**config.mk**
```make
export PLATFORM = sky130hd
export DESIGN_NAME = pulse_period_tachometer
export DESIGN_NICKNAME = d
export VERILOG_FILES = /design/src/rtl/core/tach_pkg.sv /design/src/rtl/core/tach_div.sv /design/src/rtl/core/pulse_period_tachometer.sv
export SDC_FILE = /design/constraint.sdc
export NUM_CORES = 1
export LEC_CHECK = 0
export ABC_AREA = 1
export BUFFER_PORTS_ARGS = -buffer_cell sky130_fd_sc_hd__buf_2
export CAP_MARGIN = 20
export CORE_MARGIN = 4
export CORE_UTILIZATION = 45
export CTS_CLUSTER_DIAMETER = 40
export DETAILED_ROUTE_END_ITERATION = 10
export PLACE_DENSITY_LB_ADDON = 0.1
export SLEW_MARGIN = 20
export SYNTH_ARGS = -nofsm -noshare
export SYNTH_HDL_FRONTEND = slang
export SYNTH_HIERARCHICAL = 1
export SYNTH_SLANG_ARGS = --single-unit
```
**constraint.sdc**
```tcl
create_clock -name clk_i -period 3.9 [get_ports clk_i]
set_input_delay 0.78 -clock clk_i [delete_from_list [all_inputs] [get_ports clk_i]]
set_output_delay 0.78 -clock clk_i [all_outputs]
set_load 0.02 [all_outputs]
```
**src/rtl/core/tach_pkg.sv**
```systemverilog
package tach_pkg;

  localparam int unsigned TIME_WIDTH        = 32;
  localparam int unsigned MICROSECS_PER_SEC = 1000000;
  localparam int unsigned SECS_PER_MINUTE   = 60;
  localparam int unsigned RATE_W            = 15;
  localparam int unsigned RATE_MAX          = (1 << RATE_W) - 1;

  // 60e6 fits in 26 bits
  localparam int unsigned DIVIDEND   = SECS_PER_MINUTE * MICROSECS_PER_SEC;
  localparam int unsigned DVD_W      = $clog2(DIVIDEND + 1);
  localparam int unsigned CNT_W      = $clog2(DVD_W + 1);
  localparam int unsigned MIN_PERIOD = DIVIDEND / RATE_MAX;

  localparam logic OP_EDGE = 1'b0;
  localparam logic OP_TICK = 1'b1;

endpackage

```
**src/rtl/core/tach_div.sv**
```systemverilog
module tach_div (
  input  logic                                 clk_i,
  input  logic                                 rst_ni,
  input  logic                                 start_i,
  input  logic [tach_pkg::TIME_WIDTH-1:0]      divisor_i,
  output logic                                 done_o,
  output logic [tach_pkg::DVD_W-1:0]           quotient_o
);
  import tach_pkg::*;

  logic                  busy_q, busy_d;
  logic                  done_q, done_d;
  logic [CNT_W-1:0]      cnt_q, cnt_d;
  logic [TIME_WIDTH-1:0] rem_q, rem_d;
  logic [TIME_WIDTH-1:0] dsr_q, dsr_d;
  logic [DVD_W-1:0]      dvd_q, dvd_d;
  logic [DVD_W-1:0]      quo_q, quo_d;

  logic [TIME_WIDTH:0]   shifted;
  logic [TIME_WIDTH+1:0] diff;
  logic                  fits;

  // one restoring step per cycle through the shared subtractor
  assign shifted = {rem_q, dvd_q[DVD_W-1]};
  assign diff    = {1'b0, shifted} - {2'b00, dsr_q};
  assign fits    = ~diff[TIME_WIDTH+1];

  always_comb begin
    busy_d = busy_q;
    done_d = 1'b0;
    cnt_d  = cnt_q;
    rem_d  = rem_q;
    dsr_d  = dsr_q;
    dvd_d  = dvd_q;
    quo_d  = quo_q;
    if (start_i) begin
      busy_d = 1'b1;
      cnt_d  = CNT_W'(DVD_W);
      rem_d  = '0;
      dsr_d  = divisor_i;
      dvd_d  = DVD_W'(DIVIDEND);
      quo_d  = '0;
    end else if (busy_q) begin
      rem_d = fits ? diff[TIME_WIDTH-1:0] : shifted[TIME_WIDTH-1:0];
      quo_d = {quo_q[DVD_W-2:0], fits};
      dvd_d = {dvd_q[DVD_W-2:0], 1'b0};
      cnt_d = cnt_q - CNT_W'(1);
      if (cnt_q == CNT_W'(1)) begin
        busy_d = 1'b0;
        done_d = 1'b1;
      end
    end
  end

  always_ff @(posedge clk_i or negedge rst_ni) begin
    if (!rst_ni) begin
      busy_q <= 1'b0;
      done_q <= 1'b0;
      cnt_q  <= '0;
    end else begin
      busy_q <= busy_d;
      done_q <= done_d;
      cnt_q  <= cnt_d;
    end
  end

  always_ff @(posedge clk_i) begin
    rem_q <= rem_d;
    dsr_q <= dsr_d;
    dvd_q <= dvd_d;
    quo_q <= quo_d;
  end

  assign done_o     = done_q;
  assign quotient_o = quo_q;

endmodule

```
**src/rtl/core/pulse_period_tachometer.sv**
```systemverilog
// pulse period tachometer: turns edge timestamps (microseconds) into pulses per minute
// input channel s_axis: tuser carries the kind (edge capture or period tick), tdata the
// 32-bit timestamp of an edge. output channel m_axis: tdata the 15-bit rate, tuser the
// timeout flag.
// a tick arms an idle block; the opening edge capture then stores its timestamp, the closing one
// measures the period and yields 60000000 / max(period, 1831), saturated at 32767, or 0
// for a zero period, and disarms. a tick while still armed restarts and sends a timeout 0.
// items without a result are taken at one per cycle. a measuring edge runs a restoring
// divider, one quotient bit per cycle; the saturated quotient goes to the result register
// and then to the output register, as a timeout result does without the divider.
// the input side is ready whenever no item is at work, also while a result waits in the
// output register; a result that finds the output register still full holds the block
// (not ready) until the receiver takes the waiting one.
// reset leaves the block disarmed, waiting for a tick to arm it, with nothing to send.
module pulse_period_tachometer (
  input  logic        clk_i,
  input  logic        rst_ni,
  input  logic        s_axis_tvalid_i,
  output logic        s_axis_tready_o,
  input  logic [31:0] s_axis_tdata_i,   // [31:0] capture_time
  input  logic [0:0]  s_axis_tuser_i,   // [0] opcode
  output logic        m_axis_tvalid_o,
  input  logic        m_axis_tready_i,
  output logic [15:0] m_axis_tdata_o,   // [14:0] pulses_per_minute, [15] zero
  output logic [0:0]  m_axis_tuser_o    // [0] timed_out
);
  import tach_pkg::*;

  typedef enum logic [2:0] {
    ST_IDLE = 3'b001,
    ST_DIV  = 3'b010,
    ST_EMIT = 3'b100
  } state_e;

  state_e                state_q, state_d;
  logic                  armed_q, armed_d;
  logic                  first_q, first_d;
  logic [TIME_WIDTH-1:0] prev_q, prev_d;
  logic [RATE_W-1:0]     res_rate_q, res_rate_d;
  logic                  res_to_q, res_to_d;
  logic                  out_valid_q, out_valid_d;
  logic [RATE_W-1:0]     out_rate_q, out_rate_d;
  logic                  out_to_q, out_to_d;

  logic                  in_acc;
  logic                  out_load;
  logic [TIME_WIDTH-1:0] cap_time;
  logic [TIME_WIDTH-1:0] period;
  logic [TIME_WIDTH-1:0] divisor;
  logic                  div_start;
  logic                  div_done;
  logic [DVD_W-1:0]      quotient;
  logic [RATE_W-1:0]     sat_rate;

  assign s_axis_tready_o = (state_q == ST_IDLE);
  assign in_acc          = s_axis_tvalid_i && s_axis_tready_o;
  assign cap_time        = s_axis_tdata_i[TIME_WIDTH-1:0];
  assign period          = cap_time - prev_q;
  assign divisor         = (period < TIME_WIDTH'(MIN_PERIOD)) ? TIME_WIDTH'(MIN_PERIOD) : period;
  assign div_start       = in_acc && (s_axis_tuser_i[0] == OP_EDGE) && armed_q && !first_q
                           && (period != '0);
  assign sat_rate        = (|quotient[DVD_W-1:RATE_W]) ? RATE_W'(RATE_MAX)
                                                       : quotient[RATE_W-1:0];
  assign out_load        = (state_q == ST_EMIT) && (!out_valid_q || m_axis_tready_i);

  tach_div u_div (
    .clk_i     (clk_i),
    .rst_ni    (rst_ni),
    .start_i   (div_start),
    .divisor_i (divisor),
    .done_o    (div_done),
    .quotient_o(quotient)
  );

  always_comb begin
    state_d     = state_q;
    armed_d     = armed_q;
    first_d     = first_q;
    prev_d      = prev_q;
    res_rate_d  = res_rate_q;
    res_to_d    = res_to_q;
    out_valid_d = out_valid_q;
    out_rate_d  = out_rate_q;
    out_to_d    = out_to_q;

    if (m_axis_tready_i) begin
      out_valid_d = 1'b0;
    end

    case (state_q)
      ST_IDLE: begin
        if (in_acc) begin
          if (s_axis_tuser_i[0] == OP_TICK) begin
            first_d = 1'b1;
            armed_d = 1'b1;
            if (armed_q) begin
              res_rate_d = '0;
              res_to_d   = 1'b1;
              state_d    = ST_EMIT;
            end
          end else if (armed_q) begin
            prev_d = cap_time;
            if (first_q) begin
              first_d = 1'b0;
            end else begin
              armed_d  = 1'b0;
              first_d  = 1'b1;
              res_to_d = 1'b0;
              if (period == '0) begin
                res_rate_d = '0;
                state_d    = ST_EMIT;
              end else begin
                state_d = ST_DIV;
              end
            end
          end
        end
      end
      ST_DIV: begin
        if (div_done) begin
          res_rate_d = sat_rate;
          res_to_d   = 1'b0;
          state_d    = ST_EMIT;
        end
      end
      ST_EMIT: begin
        if (out_load) begin
          out_valid_d = 1'b1;
          out_rate_d  = res_rate_q;
          out_to_d    = res_to_q;
          state_d     = ST_IDLE;
        end
      end
      default: begin
        state_d = ST_IDLE;
      end
    endcase
  end

  always_ff @(posedge clk_i or negedge rst_ni) begin
    if (!rst_ni) begin
      state_q     <= ST_IDLE;
      armed_q     <= 1'b0;
      first_q     <= 1'b1;
      prev_q      <= '0;
      out_valid_q <= 1'b0;
    end else begin
      state_q     <= state_d;
      armed_q     <= armed_d;
      first_q     <= first_d;
      prev_q      <= prev_d;
      out_valid_q <= out_valid_d;
    end
  end

  always_ff @(posedge clk_i) begin
    res_rate_q <= res_rate_d;
    res_to_q   <= res_to_d;
    out_rate_q <= out_rate_d;
    out_to_q   <= out_to_d;
  end

  assign m_axis_tvalid_o = out_valid_q;
  assign m_axis_tdata_o  = {1'b0, out_rate_q};
  assign m_axis_tuser_o  = out_to_q;

  // the divider only finishes while a measurement is pending
  a_done_in_div: assert property (@(posedge clk_i) disable iff (!rst_ni)
    div_done |-> state_q == ST_DIV)
    else $error("divider done outside of a measurement");

  // a timeout result always carries a zero rate
  a_timeout_zero: assert property (@(posedge clk_i) disable iff (!rst_ni)
    (m_axis_tvalid_o && m_axis_tuser_o[0]) |-> m_axis_tdata_o == 16'h0000)
    else $error("timeout result with nonzero rate");

  // a tick that finds the block armed keeps it armed and queues a timeout
  a_tick_armed: assert property (@(posedge clk_i) disable iff (!rst_ni)
    (in_acc && s_axis_tuser_i[0] == OP_TICK && armed_q) |=>
      (armed_q && first_q && res_to_q && state_q == ST_EMIT))
    else $error("tick while armed mishandled");

  // a measuring edge with a nonzero period disarms and starts the divider
  a_edge_measure: assert property (@(posedge clk_i) disable iff (!rst_ni)
    div_start |=> (!armed_q && state_q == ST_DIV))
    else $error("measuring edge did not start a division");

endmodule
```
---- Word level (Yosys, flattened, before mapping) ----
Cells that the tools add are included.
word-level totals
  bits in registers ....................... 185
  input port bits ......................... 37
  output and inout port bits .............. 19
  word-level logic and storage cells ...... 97
operators by class
  add/sub/neg operators ................... 3
  $lt $le $gt $ge ......................... 1
  equality and inequality tests ........... 10
  multiplexer cells ....................... 43
  bitwise gates (word level) .............. 2
  reduce and logical (&&, ||, !) cells .... 22
operator list
  cell                  number
  $mux 15               8
  $sub 33x32->34        1
  $logic_not 32->1      1
  $lt 32x11->1 const B  1
  $mux 32               1
  $reduce_bool 32->1    1
  $sub 32x32->32        1
  $pmux 15 s2           1
  $mux 3                8
  $mux 1                21
  $reduce_or 11->1      1
  $mux 5                2
  $reduce_and 5->1      2
  $pmux 3 s3            1
  $logic_and 1x1->1     6
  $ne 2x1->1 const B    3
  $reduce_and 6->1      1
  $reduce_bool 2->1     3
  $eq 5x1->1 const B    1
  $sub 5x1->5 const B   1
  $reduce_and 2->1      2
  $reduce_and 4->1      1
  $eq 3x1->1 const B    1
  $eq 3x2->1 const B    1
  9 further kinds       11

---- Depth between registers and ports, before layout ----
  depth in word-level cells ............... 8
  depth in mapped cells ................... 25
  mapped depth without buffers ............ 24

---- Modules after synthesis ----
Netlist, hierarchy kept.
by module, submodules not included
  module                   instances  cells an instance  area an instance (µm²)  seq. area each (µm²)
  tach_div                 1          1,009              6,970.4                 2,657.5
  pulse_period_tachometer  1          841                5,462.7                 1,914.3

---- Worst setup path before layout ----
OpenSTA, ideal clock, no wires.
  kind .................................... in2reg
  from .................................... input port s_axis_tdata_i[0]
  to ...................................... register u_div.dvd_q[12]
  setup time .............................. 134 ps
  arrival time ............................ 4,124 ps
  data required time ...................... 3,766 ps
  slack ................................... -357 ps
  cell stages on the path ................. 22
  buffers on the path ..................... 2
  path through ............................ inv_1 > ha_1 > fa_1 > inv_1 > nand3_1 > nand3_1 > nand2_1 > nand2_1 > nand2_1 > nand2_1 > xor2_1 > nor2_1 > nand2_1 > nor2_2 > nand3_1 > nand3_1 > inv_1 > clkbuf_1 > nor2_1 > inv_1 > clkbuf_1 > o22ai_1
on the way
  longest elaborated chain between the ends .. 3
ends and longest elaborated chain
  what                    line                           RTL
  start: declaration      pulse_period_tachometer.sv:20  input logic [31:0] s_axis_tdata_i,
  $sub 32x32->32          pulse_period_tachometer.sv:58  assign period = cap_time - prev_q;
  $reduce_bool 32->1      pulse_period_tachometer.sv:61  && (period != '0);
  $logic_and 1x1->1       pulse_period_tachometer.sv:61
  net div_start           pulse_period_tachometer.sv:50  logic div_start;
  end signal: assignment  tach_div.sv:70                 dvd_q <= dvd_d;
  end: declaration        tach_div.sv:16                 logic [DVD_W-1:0] dvd_q, dvd_d;
The timed path passes the listed nets, and every way through them passes these cells.
A chain may end at the register's enable or synchronous reset.

---- Worst setup path in the final report ----
  from .................................... input port s_axis_tdata_i[0]
  to ...................................... register u_div.quo_q[25] (netlist: u_div/quotient_o[25])
on the way
  longest elaborated chain between the ends .. 3
ends and longest elaborated chain
  what                    line                           RTL
  $sub 32x32->32          pulse_period_tachometer.sv:58
  $reduce_bool 32->1      pulse_period_tachometer.sv:61
  $logic_and 1x1->1       pulse_period_tachometer.sv:61
  net div_start           pulse_period_tachometer.sv:50
  end signal: assignment  tach_div.sv:71                 quo_q <= quo_d;
  end: declaration        tach_div.sv:17                 logic [DVD_W-1:0] quo_q, quo_d;
The timed path passes the listed nets, and every way through them passes these cells.

==> impl_metrics.prom <==
# TYPE chip_impl_metric gauge
chip_impl_metric{name="synth_warnings",unit=""} 6
chip_impl_metric{name="gp_congestion",unit=""} 0.9273
chip_impl_metric{name="num_antenna_cells",unit=""} 0
chip_impl_metric{name="syn_avg_cell_area",unit="um^2"} 6.721
chip_impl_metric{name="cts_max_level",unit=""} 4
chip_impl_metric{name="cts-resized-gates",unit=""} 0
chip_impl_metric{name="detail_route.vias_per_cell",unit=""} 4.754
chip_impl_metric{name="grt_max_degree",unit=""} 63
chip_impl_metric{name="placed_wire_length_estimate_after_detailed_placement",unit="mm"} 23.37
chip_impl_metric{name="critical_path_required",unit="ns"} 4.28
chip_impl_metric{name="core_region_area",unit="um^2"} 27100
chip_impl_metric{name="synthesis.area",unit="um^2"} 12430
chip_impl_metric{name="synth-edff-count",unit=""} 64
chip_impl_info{name="clock_tree.root_cell",value="sky130_fd_sc_hd__clkbuf_16"} 1
chip_impl_info{name="worst_r2r_endpoint",value="u_div/quotient_o[25]$_SDFFE_PP0P_"} 1
chip_impl_metric{name="numClockSinks",unit=""} 185
chip_impl_metric{name="cellPowerDensity",unit="nW/um^2"} 862.7
chip_impl_info{name="critPathLaunchType",value="input port"} 1
chip_impl_info{name="run_status",value="complete, no violations"} 1
chip_impl_metric{name="effective_utilization_at_floorplan",unit="%"} 45.88
chip_impl_metric{name="setup_violations",unit=""} 0
chip_impl_metric{name="clock-skew-final",unit="ns"} 0.02106
chip_impl_metric{name="number_of_design_rule_violations_left_after_detail_routing",unit=""} 0
chip_impl_info{name="path_class",value="in -> reg"} 1
chip_impl_metric{name="drive_above_1_share",unit="%"} 8.920
chip_impl_info{name="timing.hold.worst.class",value="in -> async"} 1
chip_impl_metric{name="worst_r2r_path_depth",unit=""} 20
chip_impl_metric{name="dieHeight",unit="um"} 174.2
chip_impl_metric{name="die-width",unit="um"} 174.2
chip_impl_metric{name="synthesis.nets",unit=""} 1955
chip_impl_metric{name="clockBufferDepth",unit=""} 2
chip_impl_metric{name="postSynthRegisterBits",unit=""} 185
chip_impl_metric{name="post_cts_hold_buffer_count",unit=""} 0
chip_impl_metric{name="timing.hold.ws",unit="ns"} 0.3163
chip_impl_metric{name="grt_usage",unit="%"} 20.13
chip_impl_info{name="synth_ff_type",value="sky130_fd_sc_hd__dfxtp_1"} 1
chip_impl_metric{name="seq_area_frac_synth",unit="%"} 36.77
chip_impl_metric{name="max_clock_freq",unit="MHz"} 289.9
chip_impl_metric{name="floorplan.die_area",unit="um^2"} 30350
chip_impl_metric{name="grt_pass1_wl",unit="mm"} 50.36
chip_impl_metric{name="drv_slew",unit=""} 0
chip_impl_metric{name="wl",unit="mm"} 29.55
chip_impl_metric{name="areaGrowthSynthToFinish",unit="%"} 10.80
chip_impl_metric{name="number_of_instances_in_the_synthesized_netlist",unit=""} 1850
chip_impl_metric{name="total_power",unit="mW"} 11.88
chip_impl_metric{name="cts_setup_buffers",unit=""} 0
chip_impl_metric{name="fill_cells",unit=""} 2787
chip_impl_metric{name="max_slew.worst_pin.slew",unit="ns"} 0.6766
chip_impl_info{name="timing.rr.start",value="prev_q[0]$_DFFE_PN0P_"} 1
chip_impl_info{name="tritoncts",value="built"} 1
chip_impl_metric{name="fin_tns_setup",unit="ns"} 0
chip_impl_metric{name="clk-insertion-delay-late",unit="ns"} 0.45
chip_impl_metric{name="max_cap_violations",unit=""} 0
chip_impl_metric{name="num_vias",unit=""} 10881
chip_impl_metric{name="critical_path_peak_fanout",unit=""} 32
chip_impl_metric{name="relSlewSlack",unit="%"} 54.55
chip_impl_info{name="worst_setup_path_end_kind",value="flip-flop"} 1
chip_impl_metric{name="clk_pin_slew",unit="ns"} 0.08
chip_impl_metric{name="async_reset_ff_share",unit="%"} 24.32
chip_impl_metric{name="leakage",unit="nW"} 7.690
chip_impl_metric{name="hold_viol_final",unit=""} 0
chip_impl_metric{name="post-route-period-util",unit="%"} 88.45
chip_impl_metric{name="ant_nets",unit=""} 0
chip_impl_metric{name="netlist-cell-type-count",unit=""} 45
chip_impl_metric{name="timing.final.crit_period",unit="ns"} 3.450
chip_impl_metric{name="grt_overflow_total",unit=""} 0
chip_impl_metric{name="number_of_global_route_vias_before_repair",unit=""} 10324
chip_impl_metric{name="timing.reg2reg.setup_slack",unit="ns"} 0.52
chip_impl_metric{name="port-buffer-count",unit=""} 54
chip_impl_metric{name="first_drt_pass_iteration_count",unit=""} 5
chip_impl_metric{name="final_nets",unit=""} 2009
chip_impl_metric{name="core.rowCount",unit=""} 60
chip_impl_info{name="unrepaired_setup_endpoints_after_global_routing",value="false"} 1
chip_impl_metric{name="timing.critical_path.arrival",unit="ns"} 3.83
chip_impl_metric{name="cts_made_buffers",unit=""} 17
chip_impl_metric{name="drt-wirelength-per-cell",unit="um"} 12.91
chip_impl_metric{name="dr.first_iter.drc_count",unit=""} 666
chip_impl_metric{name="top_level_ports",unit=""} 56
chip_impl_metric{name="worst_ir_drop_vdd",unit="mV"} 0.3719
chip_impl_metric{name="grt_antenna_before_repair",unit=""} 0
[worst max path at each step]
stage,startpoint,endpoint,cells after the start
2_1_floorplan,s_axis_tdata_i[0],u_div/dvd_q[12]$_SDFFE_PP0P_,20
3_3_place_gp,s_axis_tdata_i[0],u_div/quotient_o[25]$_SDFFE_PP0P_,22
3_5_place_dp,s_axis_tdata_i[0],u_div/quotient_o[25]$_SDFFE_PP0P_,22
4_1_cts,s_axis_tdata_i[0],u_div/quotient_o[25]$_SDFFE_PP0P_,22
5_1_grt,s_axis_tdata_i[0],u_div/rem_q[1]$_SDFFE_PP0P_,21
6_report,s_axis_tdata_i[0],u_div/quotient_o[25]$_SDFFE_PP0P_,22
[through the flow]
| step | instance area [um^2] | cells | worst slack (ns) | utilization, % |
|---|---|---|---|---|
| after floorplan | 12470 | 1850 | 0.008543 | - |
| after global placement | 13130 | 2257 | 0.08525 | 48.46 |
| after detailed placement | 13130 | 2257 | -0.02612 | 48.46 |
| after CTS | 13770 | 2289 | 0.4171 | 50.82 |
| after global routing | 13780 | 2289 | 0.1238 | 50.83 |
| final | 13780 | 2289 | 0.4504 | 50.83 |
[power breakdown]
group          switching (mW)  internal [mW]
clock network           0.885          0.992
logic                    4.48           2.30
registers               0.330           2.90
[layout make-up]
type / count / area (um^2) / area share (%)
Clock inverter: 14 / 211.5 / 1.535
Tap cell: 372 / 465.4 / 3.379
Timing Repair Buffer: 73 / 465.4 / 3.379
Sequential cell: 185 / 4572 / 33.19
Inverter: 418 / 1573 / 11.42
Multi-Input combinational cell: 1209 / 6060 / 43.99
Clock buffer: 18 / 429.2 / 3.115
[cell families after synthesis]
family,count (synthesis),share of synthesized area (%)
buffers and inverters,456,14.65
and+or+nand+nor,972,33.36
other,1,0.03016
AOI/OAI and AO/OA,142,6.390
adders and majority gates,68,6.964
DFF,185,36.77
xor gates and xnor gates,26,1.832
[worst max-delay path: stages]
cell and delay [ns]:
sky130_fd_sc_hd__buf_2 0.08, sky130_fd_sc_hd__inv_1 0.05, sky130_fd_sc_hd__ha_1 0.20, sky130_fd_sc_hd__fa_1 0.40, sky130_fd_sc_hd__inv_1 0.11, sky130_fd_sc_hd__nand2_1 0.06, sky130_fd_sc_hd__nand3_1 0.11, sky130_fd_sc_hd__nand2_1 0.11
sky130_fd_sc_hd__nand2_1 0.18, sky130_fd_sc_hd__nand2_1 0.09, sky130_fd_sc_hd__nand3_1 0.07, sky130_fd_sc_hd__nand2_1 0.10, sky130_fd_sc_hd__nor2_1 0.12, sky130_fd_sc_hd__nand2_1 0.09, sky130_fd_sc_hd__nor2_2 0.10, sky130_fd_sc_hd__nand3_1 0.19
sky130_fd_sc_hd__nand3_2 0.15, sky130_fd_sc_hd__clkinvlp_4 0.21, sky130_fd_sc_hd__nor2_4 0.21, sky130_fd_sc_hd__inv_1 0.10, sky130_fd_sc_hd__buf_12 0.17, sky130_fd_sc_hd__o21ai_0 0.13
[cell usage after synthesis, types with 3 or more instances]
master | instances | area (um^2)
sky130_fd_sc_hd__nor2_2 | 16 | 100.1
sky130_fd_sc_hd__buf_2 | 5 | 25.02
sky130_fd_sc_hd__nand4_1 | 39 | 244.0
sky130_fd_sc_hd__nor2_1 | 138 | 518.0
sky130_fd_sc_hd__buf_4 | 3 | 22.52
sky130_fd_sc_hd__a21oi_1 | 37 | 185.2
sky130_fd_sc_hd__dfrtp_1 | 43 | 1076
sky130_fd_sc_hd__clkbuf_1 | 15 | 56.30
sky130_fd_sc_hd__nand2_4 | 5 | 56.30
sky130_fd_sc_hd__inv_2 | 9 | 33.78
sky130_fd_sc_hd__ha_1 | 66 | 825.8
sky130_fd_sc_hd__o21ai_0 | 57 | 285.3
sky130_fd_sc_hd__and2_1 | 5 | 31.28
sky130_fd_sc_hd__nand2_1 | 634 | 2380
sky130_fd_sc_hd__nand3_1 | 80 | 400.4
sky130_fd_sc_hd__nand3b_1 | 10 | 75.07
sky130_fd_sc_hd__buf_1 | 5 | 18.77
sky130_fd_sc_hd__nand3_2 | 11 | 110.1
sky130_fd_sc_hd__inv_1 | 408 | 1531
sky130_fd_sc_hd__xor2_1 | 19 | 166.4
sky130_fd_sc_hd__edfxtp_1 | 64 | 1922
sky130_fd_sc_hd__dfxtp_1 | 76 | 1521
sky130_fd_sc_hd__nor3_1 | 13 | 65.06
sky130_fd_sc_hd__xnor2_1 | 7 | 61.31
sky130_fd_sc_hd__nor3_2 | 3 | 30.03
sky130_fd_sc_hd__nand2_2 | 10 | 62.56
sky130_fd_sc_hd__o22ai_1 | 31 | 193.9
sky130_fd_sc_hd__a22oi_1 | 10 | 75.07
sky130_fd_sc_hd__buf_6 | 8 | 90.09
[sequential cells by signal (all words and copies together), names as in the netlist, 3 cells and up]
name and flops:
res_rate_q 15, state_q 3, prev_q 32, u_div/dsr_q 32
u_div/dvd_q 18, u_div/quotient_o 26, u_div/cnt_q 5, out_rate_q 15
u_div/rem_q 32
[cell usage in the layout (no fill, tap or decap), drive strengths merged, types with 40 or more instances in the layout]
cell type    n
dfrtp       43
nand4       40
nand2      649
nor2       155
o21ai       59
buf         73
ha          66
edfxtp      64
inv        421
dfxtp       76
nand3       91
[layer usage]
layer  share of wire, %  routed length (um)  global-route usage (%)
met5                  0                   0                       0
met1                 49               14550                   27.73
met4                2.9                 864                   7.225
met2                 45               13170                   32.61
met3                3.3                 964                   2.610
(Power assumes the default switching activity.)
